--- src/design/rfbe_ram.sv ---
// ----------------------------------------------------------------------------
// rfbe_ram
// generic single write port ram with registered read
// ----------------------------------------------------------------------------
module rfbe_ram #(
    parameter int WIDTH = 61,
    parameter int DEPTH = 64
) (
    input  logic                                  i_clk,
    input  logic                                  i_we,
    input  logic [(DEPTH > 1 ? $clog2(DEPTH) : 1)-1:0] i_waddr,
    input  logic [WIDTH-1:0]                      i_wdata,
    input  logic [(DEPTH > 1 ? $clog2(DEPTH) : 1)-1:0] i_raddr,
    output logic [WIDTH-1:0]                      o_rdata
);

    logic [WIDTH-1:0] r_mem [DEPTH];
    logic [WIDTH-1:0] r_rdata;

    always_ff @(posedge i_clk) begin
        if (i_we) begin
            r_mem[i_waddr] <= i_wdata;
        end
        r_rdata <= r_mem[i_raddr];
    end

    assign o_rdata = r_rdata;

endmodule

--- config.mk ---
export PLATFORM = sky130hd
export DESIGN_NAME = rfbe_ram
export DESIGN_NICKNAME = d
export VERILOG_FILES = /design/src/design/rfbe_ram.sv
export SDC_FILE = /design/constraint.sdc
export NUM_CORES = 2
export LEC_CHECK = 0
export BUFFER_PORTS_ARGS = -buffer_cell sky130_fd_sc_hd__buf_2
export CAP_MARGIN = 15
export CORE_MARGIN = 2
export CORE_UTILIZATION = 30
export DETAILED_ROUTE_END_ITERATION = 12
export HOLD_SLACK_MARGIN = 0.02
export PLACE_DENSITY = 0.52
export SYNTH_ARGS = -nofsm -noshare
export SYNTH_HDL_FRONTEND = slang
export SYNTH_SLANG_ARGS = --single-unit
--- constraint.sdc ---
create_clock -name i_clk -period 6.15 [get_ports i_clk]
set_input_delay 0.615 -clock i_clk [delete_from_list [all_inputs] [get_ports i_clk]]
set_output_delay 0.615 -clock i_clk [all_outputs]
set_load 0.01 [all_outputs]
== Yosys cells after proc, flatten, opt, wreduce, memory -nomap -nowiden ==
Memory sizes are Yosys's and may differ from the RTL's. A register that Yosys moved wholly into a read port is not among the register bits.
Index checks and enable logic that the tools add are counted.
W data, S select, Z words.

* Flip-flop bits (word level): 0
* Memory bits (writable): 3904
* Input bits: 75
* Output and inout port bits: 61
* Word-level logic and storage cells: 3
* Memories: 1

* Mux-type cells: 2

{| class="wikitable"
|+ Memory list
! name !! words !! width !! read ports !! clocked after Yosys merged registers in !! wr ports !! RTL line !! source
|-
| r_mem || 64 || 61 || 1 || 1 || 1 || 17 || <nowiki>logic [WIDTH-1:0] r_mem [DEPTH];</nowiki>
|}

{| class="wikitable"
|+ Operators with widths
! kind !! number
|-
| $mux W1 || 2
|}

== Depth between registers and ports, before layout ==
* Depth after elaboration: 2
* Gate-level depth with buffers: 10

== Worst setup path after synthesis ==
Ideal clock, no wire load.

* Path kind: input to register
* Start point: input i_waddr[3] in the netlist's numbering
* End point: memory r_mem[48][0], enable pin
* Arrival time: 5.259 ns
* Data required time: 5.595 ns
* Slack: 0.336 ns
* Cell stages on the path: 4
* Path buffers: 1
* Cells stage by stage: clkbuf_1 -> nor2b_1 -> nand4b_1 -> nor3_1

{| class="wikitable"
|+ RTL lines
! item !! RTL line !! source
|-
| start: declaration || 11 || <nowiki>input logic [(DEPTH > 1 ? $clog2(DEPTH) : 1)-1:0] i_waddr,</nowiki>
|-
| end: declaration || 17 ||
|}

No word-level cell before the write port.

==> metrics.cfg <==
[global_route]
grt-ovfl-total = 0
track_usage = 0.1791
grt_first_pass_wirelength_um = 625000
antenna_found_initial = 62
grt_pass1_vias = 73460
grt_max_degree = 138

[drt]
drc_errors = 0
num_vias = 73070
wirelength_um = 460000
drt_first_pass_iters = 6
drt-initial-drc-count = 10030
final_antenna_net_count = 0
vias_per_cell = 5.309
wl_per_cell_um = 33.42

[cells_and_area]
multi_input_area_sq_um = 29420
final_cell_mix = edfxtp_1, mux4_2, clkbuf_16
mostFrequentLayoutCell = edfxtp_1
drive_gt1_frac = 0.2853
fill_cells = 45360
area_delta_synth_final_pct = 15.98
regArea_sq_um = 118500
fin_cells = 13760
nets = 6827

[timing]
tns_ns = 0
finalCritPeriodShare = 0.4964
rsz0062_at_grt = no
timing.final.crit_period_ns = 3.053
drv_slew = 0
setup_viol = 0
worstMarginPinSlew_ns = 1.338
fmax_mhz = 327.6
hold_viol_final = 0
slew_headroom = 0.1078
finClkSkew_ns = 0.05321
hold-worst-slack_ns = 0.05494

[clock_network]
ctsRootBufferMaster = clkbuf_16
cts_tree = done
clk_pin_slew_ns = 0.06
clock-sinks = 3965
clockBufferDepth = 4
cts_made_buffers = 413
cts_resized = 0
htree_levels = 5
worstSkewPairLatency_ns = 0.98

[placed_design]
hpwl_um = 236000
gp_congestion = 0.7468
portBuffers = 135
place_inst = 12960

[synth]
synth.area.top_cells = edfxtp_1, mux4_2, mux2i_1
ys_seq_area_frac = 0.7950
synth_top_area_cell = edfxtp_1
yosysWarnings = 0
synth_nets = 6419
synth.top_cell.area_share = 0.7868
synth.distinct_cells = 35
syn_inst = 6344
syn_area_sq_um = 149000
ys_seq_elements = 3965
syn_area_per_cell_sq_um = 23.49

[setup_path]
critPathLaunchType = input port
crit_path_end_kind = register
critPathArrivalTime_ns = 3.86
crit_fanout = 73
cp.required_ns = 6.95
worst-setup-path-type = input port to register

[power_and_ir_drop]
comb_power_share = 0.046
power.switching_w = 0.01235
swShare = 0.2149
intPower_w = 0.04512
seqPwrFrac = 0.523
p_leak_nw = 53.05
ir_drop_mv = 0.2492
power_density_nw_per_um2 = 332.5
power.share.clock = 0.431

[floorplanning]
die_h_um = 708.7
start_util = 0.3015
fp.dieW_um = 708.7
io_pins = 136
fp-row-count = 258
design.die.area_sq_um = 502300
core-area_sq_um = 494200

[worst_hold_path]
min_path_type = input port to register

[outcome]
status = finished, final reports clean

[job]
drv_cap = 0

-- state kept, by name, indices dropped and copies added (netlist names) --
register  cells
o_rdata      61
r_mem      3904
-- cell families after synthesis --
family / count (synthesis) / share of synthesized area
DFF: 3965 / 0.7950
muxes: 1170 / 0.1623
AOI/OAI and AO/OA: 475 / 0.02095
and+or+nand+nor: 376 / 0.01041
buffers and inverters: 358 / 0.01126
-- through the flow --
stage | worst slack (ns) | utilization | total power (W) | area, sq um
floorplan | 0.3361 | - | 0.03197 | 149000
global placement | 2.096 | 0.3221 | 0.03325 | 159200
detailed placement | 2.062 | 0.3221 | 0.03330 | 159200
CTS | 3.095 | 0.3492 | 0.05792 | 172600
global route | 3.010 | 0.3496 | 0.05906 | 172800
finish | 3.097 | 0.3497 | 0.05746 | 172800
-- synthesized netlist by cell type --
cell	instances
nand4b_1	1
buf_2	105
nand3b_1	5
o221ai_1	50
o21ai_0	106
nand2_1	106
o31a_1	2
and2_1	2
or3_1	2
mux4_2	997
a221oi_1	100
nor2_1	207
clkbuf_1	156
buf_1	46
o21ai_1	2
nand4_1	2
nand3_1	7
o211ai_1	1
a21oi_1	80
nor2b_1	7
dfxtp_1	61
buf_4	46
nor3_1	22
mux2i_1	171
or2_2	3
clkinv_1	1
edfxtp_1	3904
o22ai_1	110
mux2_2	2
or3b_2	4
a32oi_1	1
a31oi_1	22
buf_6	4
a21boi_1	1
nand2b_1	8
-- critical path, stage by stage --
cell	delay [ns]
buf_12	0.38
buf_12	0.39
buf_12	0.33
mux4_2	0.55
mux2i_1	0.30
a21oi_1	0.12
a21oi_1	0.65
nor2_1	0.13
-- metal layers --
| layer | track usage | wire length [um] |
|---|---|---|
| met1 | 0.2474 | 189700 |
| met3 | 0.02722 | 33590 |
| met2 | 0.2957 | 223900 |
| met5 | 0 | 134 |
| met4 | 0.04780 | 12660 |
-- final timing paths --
kind | startpoint | endpoint | slack (ns) | cells after the start
setup / recovery | i_raddr[0] | o_rdata[23]$_DFF_P_ | 3.10 | 8
hold / removal | i_wdata[23] | r_mem[9][23]$_DFFE_PP_ | 0.05 | 1
setup reg to reg | r_mem[63][23]$_DFFE_PP_ | o_rdata[23]$_DFF_P_ | 3.81 | 5
hold reg to reg | r_mem[46][28]$_DFFE_PP_ | o_rdata[28]$_DFF_P_ | 0.84 | 5
-- final cells by class --
class / count / share of cell area
tap: 6630 / 0.04800
timing repair buffer: 350 / 0.01816
clock buffer: 541 / 0.06498
sequential: 3965 / 0.6855
multi-input combinational: 2021 / 0.1703
antenna: 24 / 0.0003475
clock inverter: 231 / 0.01276
inverter: 1 / 0.00002172
-- power by group through the flow --
stage / sequential, W / clock, W / combinational (W)
after floorplan: 0.0306 / 0 / 0.00140
after CTS: 0.0301 / 0.0252 / 0.00265
final: 0.0301 / 0.0248 / 0.00262
after global routing: 0.0301 / 0.0262 / 0.00279
after global placement: 0.0306 / 0 / 0.00261
after detailed placement: 0.0307 / 0 / 0.00265
-- repair_timing --
action	4_1_cts	5_1_grt
hold buffers	0	2
endpoints found under the hold margin	0	15
setup buffers	0	0
No activity file was read; power rests on OpenSTA's default activity.
