**config.mk**
```make
export PLATFORM = sky130hd
export DESIGN_NAME = rfbe_modmul
export DESIGN_NICKNAME = d
export VERILOG_FILES = /design/src/design/rfbe_pkg.sv /design/src/design/rfbe_modmul.sv
export SDC_FILE = /design/constraint.sdc
export NUM_CORES = 1
export LEC_CHECK = 0
export ABC_AREA = 1
export ABC_CLOCK_PERIOD_IN_PS = 6200
export BUFFER_PORTS_ARGS = -buffer_cell sky130_fd_sc_hd__buf_4
export CAP_MARGIN = 15
export CORE_MARGIN = 3
export CORE_UTILIZATION = 30
export CTS_CLUSTER_SIZE = 10
export DETAILED_ROUTE_END_ITERATION = 8
export GPL_TIMING_DRIVEN = 0
export PLACE_DENSITY = 0.46
export SLEW_MARGIN = 10
export SYNTH_ARGS = -nofsm -noshare
export SYNTH_HDL_FRONTEND = slang
export SYNTH_SLANG_ARGS = --single-unit
```
**constraint.sdc**
```tcl
create_clock -name i_clk -period 6.2 [get_ports i_clk]
set_clock_uncertainty 0.1 [all_clocks]
set_input_delay 0.31 -clock i_clk [delete_from_list [all_inputs] [get_ports i_clk]]
set_output_delay 0.31 -clock i_clk [all_outputs]
set_load 0.01 [all_outputs]
```
**src/design/rfbe_pkg.sv**
```systemverilog
// ----------------------------------------------------------------------------
// rfbe_pkg
// shared types and constants of the rns fast basis extension unit
// ----------------------------------------------------------------------------
package rfbe_pkg;

    localparam int unsigned MOD_W = 61;

    typedef enum logic [1:0] {
        MODE_LOAD_Q    = 2'd0,
        MODE_LOAD_P    = 2'd1,
        MODE_LOAD_QHAT = 2'd2,
        MODE_RESIDUE   = 2'd3
    } t_mode;

    typedef enum logic [1:0] {
        REG_NUM_Q  = 2'd0,
        REG_NUM_P  = 2'd1,
        REG_RING   = 2'd2,
        REG_UNUSED = 2'd3
    } t_reg_idx;

    typedef enum logic [2:0] {
        ST_IDLE,
        ST_T1,
        ST_T2,
        ST_RED,
        ST_MUL,
        ST_ACC,
        ST_ADD,
        ST_OUT
    } t_state;

endpackage

```
**src/design/rfbe_modmul.sv**
```systemverilog
// ----------------------------------------------------------------------------
// rfbe_modmul
// bit-serial modular multiply, one multiplier bit per cycle
// result = (addend * mult) mod modulus, addend below modulus or equal to 1
// ----------------------------------------------------------------------------
module rfbe_modmul (
    input  logic                          i_clk,
    input  logic                          i_rst_n,
    input  logic                          i_start,
    input  logic [rfbe_pkg::MOD_W-1:0]    i_addend,
    input  logic [rfbe_pkg::MOD_W-1:0]    i_mult,
    input  logic [rfbe_pkg::MOD_W-1:0]    i_mod,
    output logic                          o_done,
    output logic [rfbe_pkg::MOD_W-1:0]    o_res
);

    localparam int W  = rfbe_pkg::MOD_W;
    localparam int CW = $clog2(W);

    logic          r_busy;
    logic          r_done;
    logic [CW-1:0] r_cnt;
    logic [W-1:0]  r_r;
    logic [W-1:0]  r_a;
    logic [W-1:0]  r_b;
    logic [W-1:0]  r_m;
    logic          r_zero;

    logic [W:0]    w_mm;
    logic [W:0]    w_d;
    logic [W:0]    w_d1;
    logic [W:0]    w_s;
    logic [W:0]    w_s1;
    logic [W-1:0]  n_r;

    always_comb begin
        w_mm = {1'b0, r_m};
        w_d  = {r_r, 1'b0};
        w_d1 = (w_d >= w_mm) ? (w_d - w_mm) : w_d;
        w_s  = w_d1 + {1'b0, r_a};
        w_s1 = (w_s >= w_mm) ? (w_s - w_mm) : w_s;
        n_r  = r_b[r_cnt] ? w_s1[W-1:0] : w_d1[W-1:0];
    end

    always_ff @(posedge i_clk) begin
        if (!i_rst_n) begin
            r_busy <= 1'b0;
            r_done <= 1'b0;
        end else begin
            r_done <= r_busy && (r_cnt == '0);
            if (i_start) begin
                r_busy <= 1'b1;
            end else if (r_busy && (r_cnt == '0)) begin
                r_busy <= 1'b0;
            end
        end
    end

    always_ff @(posedge i_clk) begin
        if (i_start) begin
            r_cnt  <= CW'(W - 1);
            r_r    <= '0;
            r_a    <= i_addend;
            r_b    <= i_mult;
            r_m    <= i_mod;
            r_zero <= (i_mod == '0);
        end else if (r_busy) begin
            r_r   <= n_r;
            r_cnt <= r_cnt - CW'(1);
        end
    end

    assign o_done = r_done;
    assign o_res  = r_zero ? '0 : r_r;

endmodule

```
# After elaboration in Yosys (flattened, before gate mapping)
# Index checks and enable logic that the tools add are counted.
# W data, S select, Z words.
# totals
input_bits,186
ff_bits,253
out_inout_bits,62
# op_classes
muxes,8
reduce_logical,4
n_lt_le_gt_ge,3
n_addsub,4
# ops
operator,n
$mux W61,3
$ge A62 B61 Y1,2
$add A62 B61 Y62,1
$mux W62,1
$sub A62 B61 Y62,1
$logic_not A61 Y1,1
$sub A61 B61 Y61,1
$lt A6 B7 Y1 const B,1
$bmux W1 S6,1
$logic_not A6 Y1,1
$sub A6 B1 Y6 const B,1
$mux W1,3
$reduce_bool A2 Y1,1
$logic_and A1 B1 Y1,1

# Longest topological paths before layout
# logic_depth
depth_word,6
ltp_mapped,51
mapped_depth_nobuf,49

# Least setup slack after synthesis
# No wires, ideal clock.
# synth_timing
kind,register -> register
from,register r_m[0]
to,register r_r[60]
stages_incl_launch_ff,46
setup_slack_ns,0.352
arrival_time_ns,5.626
setup_ns,0.122
period_less_slack_ns,5.848
t_required_ns,5.978
cell_sequence,edfxtp_1 inv_1 fa_1 nand3_1 nand3_2 nand2_1 nand2_1 nand2_1 nand2_2 nand2_1 nand3_2 buf_2 buf_2 nand2_1 inv_1 ha_1 fa_1 nand3_1 [10 not listed] ha_1 nand2_1 nor2_1 nand2_1 nor2_1 nand2_1 nor2_1 nand4_1 nand3_1 nand2_1 nand2_1 a21oi_2 nand2_4 buf_6 buf_6 nand3_2 nand3_2 a21oi_2
# synth_via
elab_chain_cells,6
# synth_lines
item,line_no,source
from (decl),rfbe_modmul.sv:26,logic [W-1:0] r_m;
from (signal assigned),rfbe_modmul.sv:65,r_m <= i_mod;
$sub A62 B61 Y62 / $ge A62 B61 Y1 (equally long branches),rfbe_modmul.sv:39,w_d1 = (w_d >= w_mm) ? (w_d - w_mm) : w_d;
$mux W62,rfbe_modmul.sv:39,
$add A62 B61 Y62,rfbe_modmul.sv:40,"w_s = w_d1 + {1'b0, r_a};"
$sub A61 B61 Y61 / $ge A62 B61 Y1 (equally long branches),rfbe_modmul.sv:41,w_s1 = (w_s >= w_mm) ? (w_s - w_mm) : w_s;
$mux W61,rfbe_modmul.sv:41,
$mux W61 *,rfbe_modmul.sv:42,n_r = r_b[r_cnt] ? w_s1[W-1:0] : w_d1[W-1:0];
to (signal assigned),rfbe_modmul.sv:68,r_r <= n_r;
to (decl),rfbe_modmul.sv:23,logic [W-1:0] r_r;
# Every way passes the cells marked *; elsewhere a longest branch is shown, timed or not.
# A chain may end at the register's enable or synchronous reset.

# Final worst setup path
# layout_timing
from,register r_m[40]
to,register r_r[42]
# Same word-level chain as after synthesis.

==> insert_results.sql <==
INSERT INTO impl_metrics (metric_group, metric, value, unit) VALUES
('layout', 'num-fill-cells', '8231', ''),
('global_route', 'maximum_number_of_pins_on_one_net_before_global_route_repair', '90', ''),
('synth', 'synth-warning-count', '0', ''),
('sta', 'max_slew_margin', '19.26', '%'),
('outcome', 'status', 'finished, violations left', ''),
('drt', 'detail_route.wl_per_cell', '23.21', 'um'),
('worst_setup_path', 'kind_of_end_point_of_the_critical_path', 'register', ''),
('drt', 'drt_pre_antenna_iters', '7', ''),
('worst_setup_path', 'setup.worst_path.class', 'reg2reg', ''),
('worst_setup_path', 'crit_path_slowest_cell', 'sky130_fd_sc_hd__edfxtp_1', ''),
('drt', 'remaining_drcs', '0', ''),
('job', 'max_cap_viol_count', '0', ''),
('worst_setup_path', 'crit_path_start', 'r_m[40]', ''),
('worst_setup_path', 'timing.critical_path.mode_cell', 'sky130_fd_sc_hd__nand2_2', ''),
('sta', 'worstMarginPinSlew', '1.198', 'ns'),
('clock_network', 'clockRootBuffer', 'sky130_fd_sc_hd__clkbuf_16', ''),
('floorplan', 'die_x', '295.4', 'um'),
('drt', 'antenna_left', '0', ''),
('worst_setup_path', 'timing.critical_path.fanout_max', '6', ''),
('worst_setup_path', 'r2r-start', 'r_m[40]', ''),
('drt', 'routed_via_density', '5.107', ''),
('clock_network', 'ctsHtreeMaxLevel', '2', ''),
('sta', 'grt_setup_unrepaired', 'true', ''),
('clock_network', 'insertion_delay', '0.57', 'ns'),
('sta', 'layout_worst_path_cycle_share', '106.6', '%'),
('worst_setup_path', 'worstSetupStartpointType', 'register', ''),
('min_path', 'hold_path.class', 'in2reg', ''),
('clock_network', 'clk_path_buf_depth', '3', ''),
('sta', 'worst_slack', '-0.4113', 'ns'),
('global_route', 'globalRoute.totalOverflow', '0', ''),
('outcome', 'violations_in_the_final_reports', 'negative setup slack', ''),
('synth', 'dominantRegCellSynth', 'sky130_fd_sc_hd__edfxtp_1', ''),
('synth', 'syn_area_per_cell', '6.431', 'um^2'),
('synth', 'ys_seq_area_share', '27.48', '%'),
('synth', 'netlist_instances', '3908', ''),
('layout', 'num_antenna_cells', '0', ''),
('placement', 'post-dp-hpwl', '108300', 'um'),
('synth', 'post-synth-top-area-cell', 'sky130_fd_sc_hd__edfxtp_1', ''),
('worst_setup_path', 'required_time_at_the_worst_slack_endpoint', '6.59', 'ns'),
('floorplan', 'dieArea', '87280', 'um^2'),
('worst_setup_path', 'timing.critical_path.arrival', '7.01', 'ns'),
('layout', 'final_layout_size_suffix_gt1_share', '36.51', '%'),
('sta', 'finalHoldViolCount', '0', ''),
('min_path', 'worst_hold_path_startpoint', 'i_start', ''),
('placement', 'routabilityCongestion', '1.006', ''),
('power_and_ir_drop', 'total_power', '0.02248', 'W'),
('synth', 'synth.cells.most_frequent', 'sky130_fd_sc_hd__nand2_1 (1,051), sky130_fd_sc_hd__inv_1 (659), sky130_fd_sc_hd__nor2_1 (428), sky130_fd_sc_hd__a21oi_1 (333), sky130_fd_sc_hd__o21ai_0 (215)', ''),
('clock_network', 'worst_setup_hold_path_clk_slew', '0.05', 'ns'),
('drt', 'routed_wirelength', '134000', 'um'),
('global_route', 'grtUsageTotal', '29.14', '%'),
('sta', 'worst_hold_slack', '0.04082', 'ns'),
('layout', 'design.final.nets', '5055', ''),
('synth', 'synth_nets', '4283', ''),
('clock_network', 'tritoncts', 'done', ''),
('synth', 'yosys.cell_count.top_type', 'sky130_fd_sc_hd__nand2_1', ''),
('power_and_ir_drop', 'ir_worst_vdd', '0.2703', 'mV'),
('layout', 'layout-area-overhead-vs-synth', '61.45', '%'),
('power_and_ir_drop', 'cellLeakagePower', '17.67', 'nW'),
('synth', 'mappedNetlistArea', '25130', 'um^2'),
('sta', 'setup_violations', '61', ''),
('sta', 'report.final.slew_viol_count', '0', ''),
('global_route', 'wire_length_of_the_first_global_routing_pass', '184700', 'um'),
('power_and_ir_drop', 'power.density', '553.9', 'nW/um^2'),
('floorplan', 'std_cell_rows', '105', ''),
('floorplan', 'chipHeight', '295.4', 'um'),
('sta', 'min_period', '6.611', 'ns'),
('clock_network', 'cts_bufs_inserted', '35', ''),
('worst_setup_path', 'crit_path_max_incr_delay', '0.37', 'ns'),
('floorplan', 'floorplan.initialDensity', '30.46', '%'),
('global_route', 'antenna_found_initial', '1', ''),
('synth', 'synth_largest_type_area_fraction', '21.98', '%');
==> path summary, 6_finish.rpt <==
check,endpoint,slack (ns),depth (start not counted)
max,r_r[42],-0.41,44
min,r_cnt[0],0.04,2
max reg2reg,r_r[42],-0.41,44
min reg2reg,r_cnt[4],0.45,2
==> per-stage QoR <==
step                      utilization, %  setup TNS, ns  std cells  area [um^2]  worst slack [ns]
after detailed placement           34.41        -177.60       5228        28390            -3.074
after floorplan                        -              0       3908        25130            0.3519
after global placement             34.33        -175.93       5225        28330            -3.055
after CTS                          43.89         -23.61       5604        36210           -0.4414
after global routing               49.18         -34.60       5773        40580           -0.6510
final                              49.18         -20.16       5773        40580           -0.4113
==> what timing repair did <==
action                                  in CTS  in global routing
pin swaps                                  120                248
gates resized for setup                    858                700
endpoints found under the hold margin      185                  0
endpoints found under the setup margin      61                 61
buffers inserted                           130                159
gates cloned                                 2                 10
hold buffers                               184                  0
==> kinds of logic (layout without fill, tap and decap cells) <==
kind of cell | after synthesis | after routing | share of synthesized area (%)
fa+ha+maj | 189 | 189 | 9.499
flops | 253 | 253 | 27.48
buf+inv | 744 | 1538 | 11.41
xor+xnor | 135 | 135 | 4.705
simple gates | 1844 | 1845 | 30.45
compound gates | 743 | 743 | 16.45
==> power by group <==
part           internal, W  leakage, nW  switching [W]
clock network      0.00110        0.500       0.000797
logic              0.00709         14.8         0.0113
registers          0.00201         2.38       0.000216
==> flip-flops by register name, summed over array words and instances (netlist names) <==
name	flops
r_busy	1
r_cnt	6
r_r	61
r_a	61
r_b	61
r_m	61
o_done	1
r_zero	1
==> layer usage <==
metal	up-vias	GRT usage [%]	wire, um	share of wire (%)
met5	-	0	13	0.0097
met4	2	12.53	6965	5.2
met3	259	2.825	6940	5.2
met2	943	49.27	63090	47
met1	14021	37.92	56960	43
li1	14258	-	-	-
==> cell usage in the layout, fill, tap and decap left out, drive strengths merged, types with 8 or more instances in the layout <==
cell	count
o21bai	46
a21boi	16
inv	672
nor4	22
nor2	430
ha	186
clkinv	11
buf	579
edfxtp	184
o21ai	251
and3	10
xnor2	64
clkbuf	88
nand2	1057
xor2	71
dfxtp	69
or2	8
o211ai	11
a31oi	20
dlygate4sd3	184
nand3	216
a21o	21
nor3	42
nand4	32
nand3b	20
a21oi	347
==> critical path, delay by kind of cell, from the launching register on <==
family	cells	cell delay [ns]
flip-flops	1	0.37
AND/OR/NAND/NOR	24	2.96
adder cells (fa/ha/maj)	3	0.82
buffers and inverters	9	1.05
XOR/XNOR	2	0.50
AO/OA/AOI/OAI	6	0.74
==> layout make-up <==
type / instances / area, um^2 / area share (%)
Timing Repair Buffer: 732 / 6339 / 15.62
Buffer: 72 / 611.8 / 1.508
Inverter: 672 / 2615 / 6.444
Clock buffer: 47 / 940.9 / 2.319
Timing Repair inverter: 2 / 20.02 / 0.04934
Clock inverter: 13 / 93.84 / 0.2313
Tap cell: 1070 / 1339 / 3.299
Sequential cell: 253 / 6944 / 17.11
Multi-Input combinational cell: 2912 / 21670 / 53.41
Power figures use the tool's default switching activity.
